--- config.mk ---
export PLATFORM = sky130hd
export DESIGN_NAME = nor_flash_command_sequencer
export DESIGN_NICKNAME = d
export VERILOG_FILES = /design/src/nfcs_pkg.sv /design/src/nfcs_front.sv /design/src/nfcs_fifo.sv /design/src/nfcs_back.sv /design/src/nor_flash_command_sequencer.sv
export SDC_FILE = /design/constraint.sdc
export NUM_CORES = 1
export LEC_CHECK = 0
export BUFFER_PORTS_ARGS = -buffer_cell sky130_fd_sc_hd__buf_2
export CORE_AREA = 10 10 169 171
export CTS_BUF_LIST = sky130_fd_sc_hd__clkbuf_2
export DETAILED_ROUTE_END_ITERATION = 6
export DIE_AREA = 0 0 179 181
export HOLD_SLACK_MARGIN = 0.06
export SYNTH_ARGS = -nofsm -noshare
export SYNTH_HDL_FRONTEND = slang
export SYNTH_SLANG_ARGS = --single-unit
--- constraint.sdc ---
create_clock -name clk_i -period 4.3 [get_ports clk_i]
set_input_delay 0.43 -clock clk_i [delete_from_list [all_inputs] [get_ports clk_i]]
set_output_delay 0.43 -clock clk_i [all_outputs]
set_load 0.005 [all_outputs]
--- src/nfcs_pkg.sv ---
// Shared types, constants and the command operation table of the NOR flash
// command sequencer. No dependencies.
`timescale 1ns / 1ps

package nfcs_pkg;

  localparam int unsigned AddrW = 19;
  localparam int unsigned DataW = 8;
  localparam int unsigned WaitW = 20;
  localparam int unsigned OpIdxW = 3;
  localparam int unsigned SubW = 2;

  typedef enum logic [2:0] {
    KIND_READ      = 3'd0,
    KIND_WRITE     = 3'd1,
    KIND_PROGRAM   = 3'd2,
    KIND_SECTOR_ER = 3'd3,
    KIND_CHIP_ER   = 3'd4,
    KIND_READ_ID   = 3'd5
  } kind_e;

  typedef enum logic [1:0] {
    REG_PROGRAM_WAIT = 2'd0,
    REG_SECTOR_WAIT  = 2'd1,
    REG_CHIP_WAIT    = 2'd2
  } reg_idx_e;

  typedef enum logic [2:0] {
    ADDR_INPUT,
    ADDR_UNLOCK1,
    ADDR_UNLOCK2,
    ADDR_ZERO,
    ADDR_ONE
  } addr_sel_e;

  localparam logic [AddrW-1:0] Unlock1Addr = AddrW'(20'h05555);
  localparam logic [AddrW-1:0] Unlock2Addr = AddrW'(20'h02aaa);
  localparam logic [DataW-1:0] Unlock1Data = 8'haa;
  localparam logic [DataW-1:0] Unlock2Data = 8'h55;
  localparam logic [DataW-1:0] CmdReadId = 8'h90;
  localparam logic [DataW-1:0] CmdProgram = 8'ha0;
  localparam logic [DataW-1:0] CmdEraseSetup = 8'h80;
  localparam logic [DataW-1:0] CmdSectorErase = 8'h30;
  localparam logic [DataW-1:0] CmdChipErase = 8'h10;
  localparam logic [DataW-1:0] CmdReset = 8'hf0;

  // One queued command, already classified by the front end.
  typedef struct packed {
    kind_e             kind;
    logic [AddrW-1:0]  address;
    logic [DataW-1:0]  data;
    logic              burst_end;
    logic [WaitW-1:0]  wait_us;
  } cmd_t;

  // One bus operation: a byte write (up to 4 steps) or a byte read (up to 2).
  typedef struct packed {
    logic             is_read;
    addr_sel_e        addr_sel;
    logic             use_in_data;
    logic [DataW-1:0] data;
    logic             final_op;
  } op_t;

  // One pin-level bus step.
  typedef struct packed {
    logic [WaitW-1:0] wait_us;
    logic             sample_data;
    logic             write_enable_n;
    logic             output_enable_n;
    logic             chip_enable_n;
    logic             drive_data;
    logic [DataW-1:0] data_out;
    logic [AddrW-1:0] bus_address;
  } step_t;

  function automatic op_t mk_write(addr_sel_e sel, logic [DataW-1:0] data,
                                   logic use_in, logic fin);
    op_t op;
    op.is_read = 1'b0;
    op.addr_sel = sel;
    op.use_in_data = use_in;
    op.data = data;
    op.final_op = fin;
    return op;
  endfunction

  function automatic op_t mk_read(addr_sel_e sel, logic fin);
    op_t op;
    op.is_read = 1'b1;
    op.addr_sel = sel;
    op.use_in_data = 1'b0;
    op.data = '0;
    op.final_op = fin;
    return op;
  endfunction

  // Operation number idx of a command of the given kind.
  function automatic op_t op_lookup(kind_e kind, logic [OpIdxW-1:0] idx);
    op_t op;
    op = mk_write(ADDR_UNLOCK1, Unlock1Data, 1'b0, 1'b0);
    unique case (kind)
      KIND_READ: op = mk_read(ADDR_INPUT, 1'b1);
      KIND_WRITE: op = mk_write(ADDR_INPUT, '0, 1'b1, 1'b1);
      KIND_PROGRAM: begin
        case (idx)
          3'd0: op = mk_write(ADDR_UNLOCK1, Unlock1Data, 1'b0, 1'b0);
          3'd1: op = mk_write(ADDR_UNLOCK2, Unlock2Data, 1'b0, 1'b0);
          3'd2: op = mk_write(ADDR_UNLOCK1, CmdProgram, 1'b0, 1'b0);
          default: op = mk_write(ADDR_INPUT, '0, 1'b1, 1'b1);
        endcase
      end
      KIND_SECTOR_ER, KIND_CHIP_ER: begin
        case (idx)
          3'd0, 3'd3: op = mk_write(ADDR_UNLOCK1, Unlock1Data, 1'b0, 1'b0);
          3'd1, 3'd4: op = mk_write(ADDR_UNLOCK2, Unlock2Data, 1'b0, 1'b0);
          3'd2: op = mk_write(ADDR_UNLOCK1, CmdEraseSetup, 1'b0, 1'b0);
          default: begin
            if (kind == KIND_SECTOR_ER) begin
              op = mk_write(ADDR_INPUT, CmdSectorErase, 1'b0, 1'b1);
            end else begin
              op = mk_write(ADDR_UNLOCK1, CmdChipErase, 1'b0, 1'b1);
            end
          end
        endcase
      end
      KIND_READ_ID: begin
        case (idx)
          3'd0: op = mk_write(ADDR_UNLOCK1, Unlock1Data, 1'b0, 1'b0);
          3'd1: op = mk_write(ADDR_UNLOCK2, Unlock2Data, 1'b0, 1'b0);
          3'd2: op = mk_write(ADDR_UNLOCK1, CmdReadId, 1'b0, 1'b0);
          3'd3: op = mk_read(ADDR_ZERO, 1'b0);
          3'd4: op = mk_read(ADDR_ONE, 1'b0);
          default: op = mk_write(ADDR_ZERO, CmdReset, 1'b0, 1'b1);
        endcase
      end
      default: op = mk_write(ADDR_UNLOCK1, Unlock1Data, 1'b0, 1'b1);
    endcase
    return op;
  endfunction

endpackage

--- src/nfcs_front.sv ---
// Front end of the NOR flash command sequencer: wait-time registers and
// command classification into the queue. Depends on nfcs_pkg.
`timescale 1ns / 1ps

module nfcs_front #(
  parameter int unsigned ADDRESS_BITS = 19
) (
  input  logic                        clk_i,
  input  logic                        rst_ni,
  input  logic                        s_axis_tvalid,
  output logic                        s_axis_tready,
  input  logic [31:0]                 s_axis_tdata,
  input  logic [2:0]                  s_axis_tuser,
  input  logic                        s_axis_tlast,
  input  logic                        cfg_we_i,
  input  logic [1:0]                  cfg_index_i,
  input  logic [nfcs_pkg::WaitW-1:0]  cfg_data_i,
  input  logic                        q_full_i,
  output logic                        q_push_o,
  output nfcs_pkg::cmd_t              q_cmd_o
);
  import nfcs_pkg::*;

  localparam int unsigned KeepBits = (ADDRESS_BITS < AddrW) ? ADDRESS_BITS : AddrW;
  localparam logic [AddrW-1:0] AddrMask = AddrW'((64'd1 << KeepBits) - 64'd1);

  logic [WaitW-1:0] program_wait_q;
  logic [WaitW-1:0] sector_wait_q;
  logic [WaitW-1:0] chip_wait_q;
  logic             known_kind;
  logic [WaitW-1:0] wait_sel;

  always_ff @(posedge clk_i or negedge rst_ni) begin
    if (!rst_ni) begin
      program_wait_q <= WaitW'(20);
      sector_wait_q  <= WaitW'(25000);
      chip_wait_q    <= WaitW'(100000);
    end else if (cfg_we_i) begin
      case (cfg_index_i)
        REG_PROGRAM_WAIT: program_wait_q <= cfg_data_i;
        REG_SECTOR_WAIT:  sector_wait_q <= cfg_data_i;
        REG_CHIP_WAIT:    chip_wait_q <= cfg_data_i;
        default: ;
      endcase
    end
  end

  // Codes above read id expand to nothing and are dropped here.
  assign known_kind = (s_axis_tuser <= 3'(KIND_READ_ID));

  always_comb begin
    case (s_axis_tuser)
      KIND_PROGRAM:   wait_sel = program_wait_q;
      KIND_SECTOR_ER: wait_sel = sector_wait_q;
      KIND_CHIP_ER:   wait_sel = chip_wait_q;
      default:        wait_sel = '0;
    endcase
  end

  assign s_axis_tready = !q_full_i;
  assign q_push_o = s_axis_tvalid && !q_full_i && known_kind;

  always_comb begin
    q_cmd_o.kind = kind_e'(s_axis_tuser);
    q_cmd_o.address = s_axis_tdata[AddrW-1:0] & AddrMask;
    q_cmd_o.data = s_axis_tdata[AddrW+DataW-1:AddrW];
    q_cmd_o.burst_end = s_axis_tlast;
    q_cmd_o.wait_us = wait_sel;
  end

endmodule

--- src/nfcs_fifo.sv ---
// Two-entry command queue between the front end and the bus sequencer.
// Depends on nfcs_pkg.
`timescale 1ns / 1ps

module nfcs_fifo (
  input  logic           clk_i,
  input  logic           rst_ni,
  input  logic           push_i,
  input  nfcs_pkg::cmd_t push_cmd_i,
  output logic           full_o,
  input  logic           pop_i,
  output logic           valid_o,
  output nfcs_pkg::cmd_t pop_cmd_o
);
  import nfcs_pkg::*;

  cmd_t       mem_q [2];
  logic       wr_ptr_q;
  logic       rd_ptr_q;
  logic [1:0] count_q;

  always_ff @(posedge clk_i) begin
    if (push_i) begin
      mem_q[wr_ptr_q] <= push_cmd_i;
    end
  end

  always_ff @(posedge clk_i or negedge rst_ni) begin
    if (!rst_ni) begin
      wr_ptr_q <= 1'b0;
      rd_ptr_q <= 1'b0;
      count_q  <= '0;
    end else begin
      if (push_i) begin
        wr_ptr_q <= !wr_ptr_q;
      end
      if (pop_i) begin
        rd_ptr_q <= !rd_ptr_q;
      end
      case ({push_i, pop_i})
        2'b10:   count_q <= count_q + 2'd1;
        2'b01:   count_q <= count_q - 2'd1;
        default: count_q <= count_q;
      endcase
    end
  end

  assign full_o = (count_q == 2'd2);
  assign valid_o = (count_q != 2'd0);
  assign pop_cmd_o = mem_q[rd_ptr_q];

endmodule

--- src/nfcs_back.sv ---
// Bus sequencer of the NOR flash command sequencer: walks the operations of one
// command into an output register, one step per unstalled cycle. Needs nfcs_pkg.
`timescale 1ns / 1ps

module nfcs_back (
  input  logic           clk_i,
  input  logic           rst_ni,
  input  logic           q_valid_i,
  input  nfcs_pkg::cmd_t q_cmd_i,
  output logic           q_pop_o,
  output logic           m_valid_o,
  input  logic           m_ready_i,
  output nfcs_pkg::step_t m_step_o,
  output logic           m_last_o
);
  import nfcs_pkg::*;

  logic              busy_q;
  cmd_t              cmd_q;
  logic [OpIdxW-1:0] op_q;
  logic [SubW-1:0]   sub_q;
  logic              out_valid_q;
  step_t             out_q;
  logic              out_last_q;

  op_t               op;
  logic              release_step;
  logic [SubW-1:0]   last_sub;
  logic              op_done;
  logic              step_last;
  logic              emit;
  logic [AddrW-1:0]  addr;
  logic [DataW-1:0]  byte_val;
  step_t             step;

  always_comb begin
    op = op_lookup(cmd_q.kind, op_q);
    // Read and raw write bursts only release the bus on the burst's last byte.
    if (cmd_q.kind == KIND_READ || cmd_q.kind == KIND_WRITE) begin
      release_step = cmd_q.burst_end;
    end else begin
      release_step = 1'b1;
    end
    if (op.is_read) begin
      last_sub = release_step ? 2'd1 : 2'd0;
    end else begin
      last_sub = release_step ? 2'd3 : 2'd2;
    end
    op_done = (sub_q == last_sub);
    step_last = op_done && op.final_op;

    case (op.addr_sel)
      ADDR_INPUT:   addr = cmd_q.address;
      ADDR_UNLOCK1: addr = Unlock1Addr;
      ADDR_UNLOCK2: addr = Unlock2Addr;
      ADDR_ONE:     addr = AddrW'(1);
      default:      addr = '0;
    endcase
    byte_val = op.use_in_data ? cmd_q.data : op.data;

    step.bus_address = addr;
    step.data_out = '0;
    step.drive_data = 1'b0;
    step.chip_enable_n = 1'b1;
    step.output_enable_n = 1'b1;
    step.write_enable_n = 1'b1;
    step.sample_data = 1'b0;
    step.wait_us = step_last ? cmd_q.wait_us : '0;
    if (op.is_read) begin
      if (sub_q == 2'd0) begin
        step.chip_enable_n = 1'b0;
        step.output_enable_n = 1'b0;
        step.sample_data = 1'b1;
      end
    end else if (sub_q != 2'd3) begin
      step.data_out = byte_val;
      step.drive_data = 1'b1;
      step.chip_enable_n = 1'b0;
      step.write_enable_n = (sub_q != 2'd1);
    end
  end

  assign emit = busy_q && (!out_valid_q || m_ready_i);
  assign q_pop_o = q_valid_i && (!busy_q || (emit && step_last));

  always_ff @(posedge clk_i or negedge rst_ni) begin
    if (!rst_ni) begin
      busy_q <= 1'b0;
      op_q <= '0;
      sub_q <= '0;
      out_valid_q <= 1'b0;
    end else begin
      if (q_pop_o) begin
        busy_q <= 1'b1;
        op_q <= '0;
        sub_q <= '0;
      end else if (emit) begin
        if (step_last) begin
          busy_q <= 1'b0;
        end
        if (op_done) begin
          op_q <= op_q + 3'd1;
          sub_q <= '0;
        end else begin
          sub_q <= sub_q + 2'd1;
        end
      end
      if (emit) begin
        out_valid_q <= 1'b1;
      end else if (m_ready_i) begin
        out_valid_q <= 1'b0;
      end
    end
  end

  always_ff @(posedge clk_i) begin
    if (q_pop_o) begin
      cmd_q <= q_cmd_i;
    end
    if (emit) begin
      out_q <= step;
      out_last_q <= step_last;
    end
  end

  assign m_valid_o = out_valid_q;
  assign m_step_o = out_q;
  assign m_last_o = out_last_q;

  a_pop_needs_entry: assert property (@(posedge clk_i) disable iff (!rst_ni)
    q_pop_o |-> q_valid_i)
    else $error("command popped from an empty queue");

  a_read_sub_range: assert property (@(posedge clk_i) disable iff (!rst_ni)
    busy_q && op.is_read |-> sub_q <= 2'd1)
    else $error("read operation ran past its release step");

  a_op_range: assert property (@(posedge clk_i) disable iff (!rst_ni)
    busy_q |-> op_q <= 3'd5)
    else $error("operation index ran past the longest command");

  a_wait_only_last: assert property (@(posedge clk_i) disable iff (!rst_ni)
    emit && !step_last |=> out_q.wait_us == '0 && !out_last_q)
    else $error("wait time or last flag on an inner bus step");

endmodule

--- src/nor_flash_command_sequencer.sv ---
// Top level of the parallel NOR flash command sequencer: front end, command
// queue and bus sequencer. Depends on nfcs_pkg, nfcs_front, nfcs_fifo, nfcs_back.
`timescale 1ns / 1ps

// Each request on the slave stream is one flash command (read byte, raw write
// byte, program byte, sector erase, chip erase or read id), and the block
// answers with the pin-level bus steps of that command on the master stream,
// one step per transfer, with tlast on the command's final step. Program and
// erase commands start with the unlock writes 0x5555/0xAA and 0x2AAA/0x55,
// and their final step carries the wait time from the matching register.
// Read steps raise sample_data so the host captures the data bus. In read and
// raw write bursts the release step comes only when the request's tlast is
// set. Kind codes 6 and 7 are accepted and produce no steps. A command has
// 1 or 2 bus steps for a read, 3 or 4 for a raw write, 16 for a program,
// 20 for a read id and 24 for an erase; the bus sequencer emits exactly one
// step per cycle while the output is not stalled. A two-entry queue sits
// between the request side and the sequencer, so new requests are taken while
// an earlier command is still being expanded, and the next command is taken
// from the queue in the same cycle as the previous one's last step is emitted.
// The wait-time registers may only be written while no command is in flight.
module nor_flash_command_sequencer #(
  parameter int unsigned ADDRESS_BITS = 19
) (
  input  logic        clk_i,
  input  logic        rst_ni,
  input  logic        s_axis_tvalid,
  output logic        s_axis_tready,
  // [18:0] address, [26:19] data, [31:27] zero
  input  logic [31:0] s_axis_tdata,
  // [2:0] kind
  input  logic [2:0]  s_axis_tuser,
  // burst_end
  input  logic        s_axis_tlast,
  output logic        m_axis_tvalid,
  input  logic        m_axis_tready,
  // [18:0] bus_address, [26:19] data_out, [27] drive_data, [28] chip_enable_n,
  // [29] output_enable_n, [30] write_enable_n, [31] sample_data,
  // [51:32] wait_us, [55:52] zero
  output logic [55:0] m_axis_tdata,
  // last
  output logic        m_axis_tlast,
  input  logic        cfg_we_i,
  input  logic [1:0]  cfg_index_i,
  input  logic [19:0] cfg_data_i
);
  import nfcs_pkg::*;

  logic  q_push;
  logic  q_full;
  logic  q_pop;
  logic  q_valid;
  cmd_t  push_cmd;
  cmd_t  pop_cmd;
  step_t m_step;

  nfcs_front #(
    .ADDRESS_BITS(ADDRESS_BITS)
  ) u_front (
    .clk_i         (clk_i),
    .rst_ni        (rst_ni),
    .s_axis_tvalid (s_axis_tvalid),
    .s_axis_tready (s_axis_tready),
    .s_axis_tdata  (s_axis_tdata),
    .s_axis_tuser  (s_axis_tuser),
    .s_axis_tlast  (s_axis_tlast),
    .cfg_we_i      (cfg_we_i),
    .cfg_index_i   (cfg_index_i),
    .cfg_data_i    (cfg_data_i),
    .q_full_i      (q_full),
    .q_push_o      (q_push),
    .q_cmd_o       (push_cmd)
  );

  nfcs_fifo u_fifo (
    .clk_i      (clk_i),
    .rst_ni     (rst_ni),
    .push_i     (q_push),
    .push_cmd_i (push_cmd),
    .full_o     (q_full),
    .pop_i      (q_pop),
    .valid_o    (q_valid),
    .pop_cmd_o  (pop_cmd)
  );

  nfcs_back u_back (
    .clk_i     (clk_i),
    .rst_ni    (rst_ni),
    .q_valid_i (q_valid),
    .q_cmd_i   (pop_cmd),
    .q_pop_o   (q_pop),
    .m_valid_o (m_axis_tvalid),
    .m_ready_i (m_axis_tready),
    .m_step_o  (m_step),
    .m_last_o  (m_axis_tlast)
  );

  // The step struct is already packed in stream order, bus_address in the lowest bits.
  assign m_axis_tdata = {4'b0000, m_step};

endmodule
==> reports/qor.yml, run 1 <==
run_status:
  status: "finished, final reports clean"
synthesis:
  yosysWarnings: 0
  synth_cells: 704
  synth_edf_count: 206
  yosys.cell_types.count: 61
  synth_area_mm2: 0.0112
  ys_seq_area_share_pct: 71.5
  synth_top_area_share_pct: 55.4
  synthArstFlopShare_pct: 25.6
  ys_ff_latch: 277
  yosys-top-cells-area: "edfxtp_1 (55%), dfrtp_1 (13%), mux2_2 (11%)"
  synth_area_per_cell_um2: 15.9
  synth_top_flop_cell: "edfxtp_1"
  synth_common_cells: "edfxtp_1 (206), mux2_2 (112), dfrtp_1 (57), nand2_1 (45), o21ai_0 (32)"
  synth.most_common_cell: "edfxtp_1"
  synth_top_cell_by_area: "edfxtp_1"
setup_path:
  critPathKind: "register to register"
  critPathLaunchType: "register"
  cp.arrival_ps: 3890
  cp.required_ps: 5000
  critPathMaxFanout: 21
  end_kind: "register"
power:
  max-vdd-ir-drop_uv: 252
  power_mw: 7.94
  power_density_mw_per_mm2: 601
  p_leak_nw: 5.15
detailed_routing:
  post-route-drc-count: 0
  vias: 6474
  drt_iter0_drc: 255
  wl_per_cell_um: 16.9
  wirelength_um: 22000
  drt-vias-per-instance: 4.98
  first_pass_iters: 4
  ant_nets: 0
layout:
  final_cell_area_mm2: 0.0132
  layout.nets: 990
  syn_to_final_growth_pct: 18.3
  post-route-util_pct: 52.8
  drive_above_1_share_pct: 39.3
grt:
  grt_usage_pct: 13.8
  grt_pass1_wl_um: 35900
  grt_overflow: 0
  grt_max_degree: 51
  antenna_found_initial: 1
  grt_pass1_vias: 7095
timing:
  setup_viol: 0
  worst_slew_pin_slew_ps: 1200
  totalNegativeSetupSlack_ps: 0
  skew_ps: 49.5
  fin_crit_sh_pct: 74.2
  max-slew-margin-rel_pct: 20.0
  max_freq_mhz: 313
  hold_viol_final: 0
  drv_slew: 0
  hold_ws_ps: 281
  rsz0062_at_grt: "no"
  min_period_ps: 3190
clocking:
  cts.sinks: 277
  clkTransAtPathRegs_ps: 110
  clockRootBuffer: "clkbuf_2"
  cts_made_buffers: 70
  cts_resized: 0
  cts_tree: "done"
  clock_latency_ps: 790
  htree_levels: 3
  clk_path_buf_depth: 3
floorplan:
  core-area_mm2: 0.0250
  die_y_um: 181
  die_w_um: 179
  start_util_pct: 44.6
  die-area_mm2: 0.0324
  rows: 58
  ios: 122
job:
  drv_cap: 0
place:
  dp_hpwl_um: 14500
  port_buffers: 112
  gp_congestion: 0.788
  place_area_mm2: 0.0121
min_path:
  hold_class: "input pin to register"
[sequential cells by signal, indices dropped and copies added, names as in the netlist]
| name | flops |
|---|---|
| u_back.busy_q | 1 |
| u_back.cmd_q | 51 |
| u_back.m_last_o | 1 |
| u_back.m_step_o | 52 |
| u_back.m_valid_o | 1 |
| u_back.op_q | 3 |
| u_back.sub_q | 2 |
| u_fifo.count_q | 2 |
| u_fifo.mem_q | 102 |
| u_fifo.rd_ptr_q | 1 |
| u_fifo.wr_ptr_q | 1 |
| u_front.chip_wait_q | 20 |
| u_front.program_wait_q | 20 |
| u_front.sector_wait_q | 20 |
[worst max-delay path, cell delays in order (launching register included)]
cell and delay [ps]:
dfrtp_1 440, inv_1 110, ha_1 340, or4_1 600
a21boi_4 180, o2bb2ai_2 200, o32ai_4 300, buf_4 340
ha_1 320, nor2_1 140, xor2_1 140
[worst paths after layout]
check                           slack (ps)                        from  cells past startpoint                               endpoint
worst max-delay path                  1110  u_back.op_q[1]$_DFFE_PN0P_                     10          u_fifo.count_q[1]$_DFFE_PN0P_
min in group asynchronous              390                      rst_ni                      2  u_front.program_wait_q[0]$_DFFE_PN0P_
worst max register to register        1110  u_back.op_q[1]$_DFFE_PN0P_                     10          u_fifo.count_q[1]$_DFFE_PN0P_
worst min register to register         490   u_back.cmd_q[3]$_DFFE_PP_                      1      u_back.m_step_o[35]$_SDFFCE_PP0P_
max in group asynchronous             2960                      rst_ni                      3  u_front.sector_wait_q[13]$_DFFE_PN1P_
worst min-delay path                   280             s_axis_tuser[0]                      1          u_fifo.mem_q[1][48]$_DFFE_PP_
[cell usage in the layout (no fill, tap or decap), types with 3 or more instances in the layout]
| cell | instances |
|---|---|
| buf_2 | 112 |
| nand2_1 | 45 |
| clkbuf_2 | 106 |
| inv_1 | 17 |
| nor2b_1 | 3 |
| a21oi_1 | 24 |
| conb_1 | 4 |
| dfrtp_1 | 56 |
| mux2_2 | 112 |
| nand2b_1 | 6 |
| nor3_1 | 8 |
| clkinv_1 | 10 |
| nand3b_1 | 3 |
| a31oi_1 | 4 |
| nand3_1 | 3 |
| dlygate4sd3_1 | 53 |
| and2_1 | 22 |
| o221a_2 | 3 |
| nor4_1 | 4 |
| mux2i_1 | 22 |
| o21ai_0 | 32 |
| inv_2 | 3 |
| xnor2_1 | 4 |
| buf_4 | 10 |
| dfstp_2 | 14 |
| ha_1 | 9 |
| o211ai_1 | 3 |
| edfxtp_1 | 206 |
| nor2_1 | 19 |
[through the flow]
stage	setup slack (ps)	cells
floorplan	550	707
global placement	1260	1123
detailed placement	1140	1123
CTS	1090	1297
global route	875	1299
finish	1110	1299
[what timing repair did]
item | CTS | global route
hold buffers | 53 | 0
endpoints found under the hold margin | 160 | 0
setup endpoints to repair | 0 | 0
setup buffers | 0 | 0
[power by group]
group / switching [mW] / leakage, nW / internal, mW / total (mW)
clock network: 0.970 / 0.473 / 0.650 / 1.62
logic: 1.20 / 1.92 / 0.951 / 2.15
registers: 0.333 / 2.76 / 3.84 / 4.17
[metal layers]
metal	track usage [%]	routed length (µm)
met5	0	0
met4	5.06	442
met3	3.75	1280
met2	24.5	11600
met1	15.4	8640
[cell type report]
| cell class | instances | area, µm² |
|---|---|---|
| Antenna cell | 2 | 5.00 |
| Fill cell | 2145 | 11800 |
| Sequential cell | 277 | 7980 |
| Timing Repair Buffer | 175 | 1170 |
| Multi-Input combinational cell | 377 | 2990 |
| Clock inverter | 15 | 61.3 |
| Inverter | 17 | 63.8 |
| Clock buffer | 106 | 531 |
| Tap cell | 330 | 413 |
[cells by family after synthesis]
family | Yosys count | share of synthesized area, %
mux | 134 | 13.3
buf+inv | 53 | 2.12
compound gates | 92 | 5.56
fa+ha+maj | 10 | 1.10
xor+xnor | 6 | 0.471
flops | 277 | 71.5
simple gates | 131 | 5.97
other cells | 1 | 0.0336
Note: power is estimated with default switching activity, not from simulation.
==> run 2, diff against run 1 <==
==> constraint.sdc (replaced) <==
create_clock -name clk_i -period 3.1 [get_ports clk_i]
set_input_delay 0.31 -clock clk_i [delete_from_list [all_inputs] [get_ports clk_i]]
set_output_delay 0.31 -clock clk_i [all_outputs]
set_load 0.005 [all_outputs]
==> run 2 against run 1 <==
Against the previous run:
- highest routed layer unchanged
- largest power group unchanged
- core utilization rose by 1.0 points
- critical endpoint is now u_back.cmd_q[0]$_DFFE_PP_
- worst setup slack lost 780 ps
- clock power is 59% higher
==> reports/qor.yml, run 2 (synthesis gave the netlist of run 1 again) <==
setup_path:
  cp_top_family: "flip-flops"
  end_kind: "register"
  reg2reg_depth: 6  # -4
  crit_path_start: "u_back.op_q[2]$_DFFE_PN0P_"
  reg2reg_setup_slack_ps: 330  # -780 ps
  worstPathCellList: "inv_1 -> ha_1 -> nor3_4 -> a211oi_2 -> o32ai_4 -> buf_4"
  cp.required_ps: 3540  # -1460 ps
  cp.arrival_ps: 3210  # -680 ps
  r2r-end: "u_back.cmd_q[0]$_DFFE_PP_"
  critPathSlowestCell: "dfrtp_1"
  crit_buf_inv: 2  # unchanged
  critPathKind: "register to register"
  max_stage_delay_ps: 610  # about the same
  r2r_start: "u_back.op_q[2]$_DFFE_PN0P_"
  critPathMaxFanout: 25  # +19%
  critPathLaunchType: "register"
clocking:
  htree_levels: 3  # unchanged
  cts_setup_buffers: 0  # unchanged
  cts.sinks: 277  # unchanged
  clock_latency_ps: 790  # about the same
  clockRootBuffer: "clkbuf_2"
  clk_path_buf_depth: 3  # unchanged
  cts_made_buffers: 72  # +2.9%
  clkTransAtPathRegs_ps: 100  # about the same
  cts_tree: "done"
detailed_routing:
  post-route-drc-count: 0  # unchanged
  first_pass_iters: 4  # unchanged
  wl_per_cell_um: 16.8  # -0.88%
  drt-vias-per-instance: 4.93  # -1.1%
  wirelength_um: 22000  # +0.34%
  ant_nets: 0  # unchanged
  vias: 6479  # +0.077%
  drt_iter0_drc: 327  # +28%
timing:
  drv_slew: 0  # unchanged
  max-slew-margin-rel_pct: 38.7  # +19 points
  hold_viol_final: 0  # unchanged
  max_freq_mhz: 361  # +15%
  fin_crit_sh_pct: 89.3  # +15 points
  min_period_ps: 2770  # -422 ps
  skew_ps: 39.9  # -9.63 ps
  worst_slew_pin_slew_ps: 919  # -277 ps
  setup_viol: 0  # unchanged
  rsz0062_at_grt: "no"
floorplan:
  die-area_mm2: 0.0324  # unchanged
  die_w_um: 179  # unchanged
  core-area_mm2: 0.0250  # unchanged
  die_y_um: 181  # unchanged
  ios: 122  # unchanged
  rows: 58  # unchanged
  start_util_pct: 44.6  # unchanged
layout:
  filler_cell_count: 2109  # -1.7%
  final_common_cell: "edfxtp_1"
  layout.cells.non_filler: 1315  # +1.2%
  syn_to_final_growth_pct: 20.7
  top_register: "u_fifo.mem_q"
  final_cell_mix: "edfxtp_1 (206), mux2_2 (112), buf_2 (112)"
  layout.nets: 1002  # +1.2%
  largest_reg_flops: 102  # unchanged
  drive_above_1_share_pct: 40.7  # +1.4 points
power:
  p_sw_share_pct: 31.0  # -0.47 points
  power_density_mw_per_mm2: 851  # +42%
  internal-power_mw: 7.91  # +45%
  share_comb_of_total_power_pct: 28.0  # +0.9 points
  p_sw_mw: 3.56  # +42%
  max-vdd-ir-drop_uv: 343  # +36%
  seqPwrFrac_pct: 49.5  # -3.0 points
  power_mw: 11.5  # +44%
  clkPwrFrac_pct: 22.5  # +2.1 points
  p_leak_nw: 5.27  # +2.3%
run_status:
  status: "finished, final reports clean"
place:
  dp_hpwl_um: 14300  # -1.6%
  port_buffers: 112  # unchanged
  dp.cells: 1130  # +0.62%
  gp_congestion: 0.848  # +7.5%
grt:
  grt_use_met1_pct: 15.1  # -0.30 points
  grt_pass1_wl_um: 35400  # -1.4%
  grtUsageMet3_pct: 4.82  # +1.1 points
  grt_usage_pct: 13.6  # -0.20 points
  grt_pass1_vias: 7076  # -0.27%
  grt_overflow: 0  # unchanged
  grt.met2_usage_pct: 23.3  # -1.2 points
  grt-busiest-layer: "met2"
  antenna_found_initial: 1  # unchanged
  grt_max_degree: 53  # +3.9%
job:
  drv_cap: 0  # unchanged
min_path:
  hold_class: "input pin to asynchronous set/reset pin"
==> run 2: worst register-to-register path, cell delays in order, from the launching register on <==
cell      delay, ps
dfrtp_1         610
inv_1           200
ha_1            310
nor3_4          340
a211oi_2        190
o32ai_4         380
buf_4           390
==> run 2: routing by layer <==
| layer | up-vias | routed length (µm) |
|---|---|---|
| li1 | 3121 | - |
| met1 | 3115 | 8790 |
| met2 | 204 | 11200 |
| met3 | 39 | 1590 |
| met4 | 0 | 449 |
| met5 | - | 0 |
==> run 2: power groups by stage <==
stage	registers (mW)	logic, mW	clock network, mW
2_1_floorplan	5.71	2.15	0
3_3_place_gp	5.73	3.09	0
3_5_place_dp	5.77	3.18	0
4_1_cts	5.69	3.25	2.70
5_1_grt	5.77	3.56	2.91
6_report	5.68	3.21	2.58
==> run 2: metrics by stage <==
step / setup slack, ps / setup TNS (ps) / area (µm²) / hold slack (ps) / util [%]
floorplan: -537 / -9960 / 11200 / 14.4 / -
global placement: 418 / 0 / 12200 / 480 / 48.8
detailed placement: 340 / 0 / 12200 / 484 / 48.8
CTS: 290 / 0 / 13400 / 69.2 / 53.7
global route: 118 / 0 / 13500 / 90.1 / 53.8
finish: 332 / 0 / 13500 / 174 / 53.8
==> run 2: worst max-delay path by stage <==
stage                                          endpoint  slack, ps  cells after the start
after floorplan           u_fifo.count_q[1]$_DFFE_PN0P_       -540                     10
after global placement       u_back.cmd_q[18]$_DFFE_PP_        420                      7
after detailed placement      u_back.cmd_q[6]$_DFFE_PP_        340                      6
after CTS                     u_back.cmd_q[0]$_DFFE_PP_        290                      6
after global routing         u_back.cmd_q[19]$_DFFE_PP_        120                      6
final                         u_back.cmd_q[0]$_DFFE_PP_        330                      6
==> run 2: cell type report <==
cell class	count	area, µm²	area share [%]
Clock buffer	108	541	4.01
Clock inverter	20	163	1.21
Inverter	17	63.8	0.474
Timing Repair Buffer	185	1290	9.55
Sequential cell	277	7980	59.2
Antenna cell	1	2.50	0.0186
Multi-Input combinational cell	377	3020	22.4
Tap cell	330	413	3.06
==> run 2: timing repair <==
item | in CTS | in global routing
resized for setup | 0 | 0
hold endpoints to repair | 159 | 2
hold buffers | 54 | 2
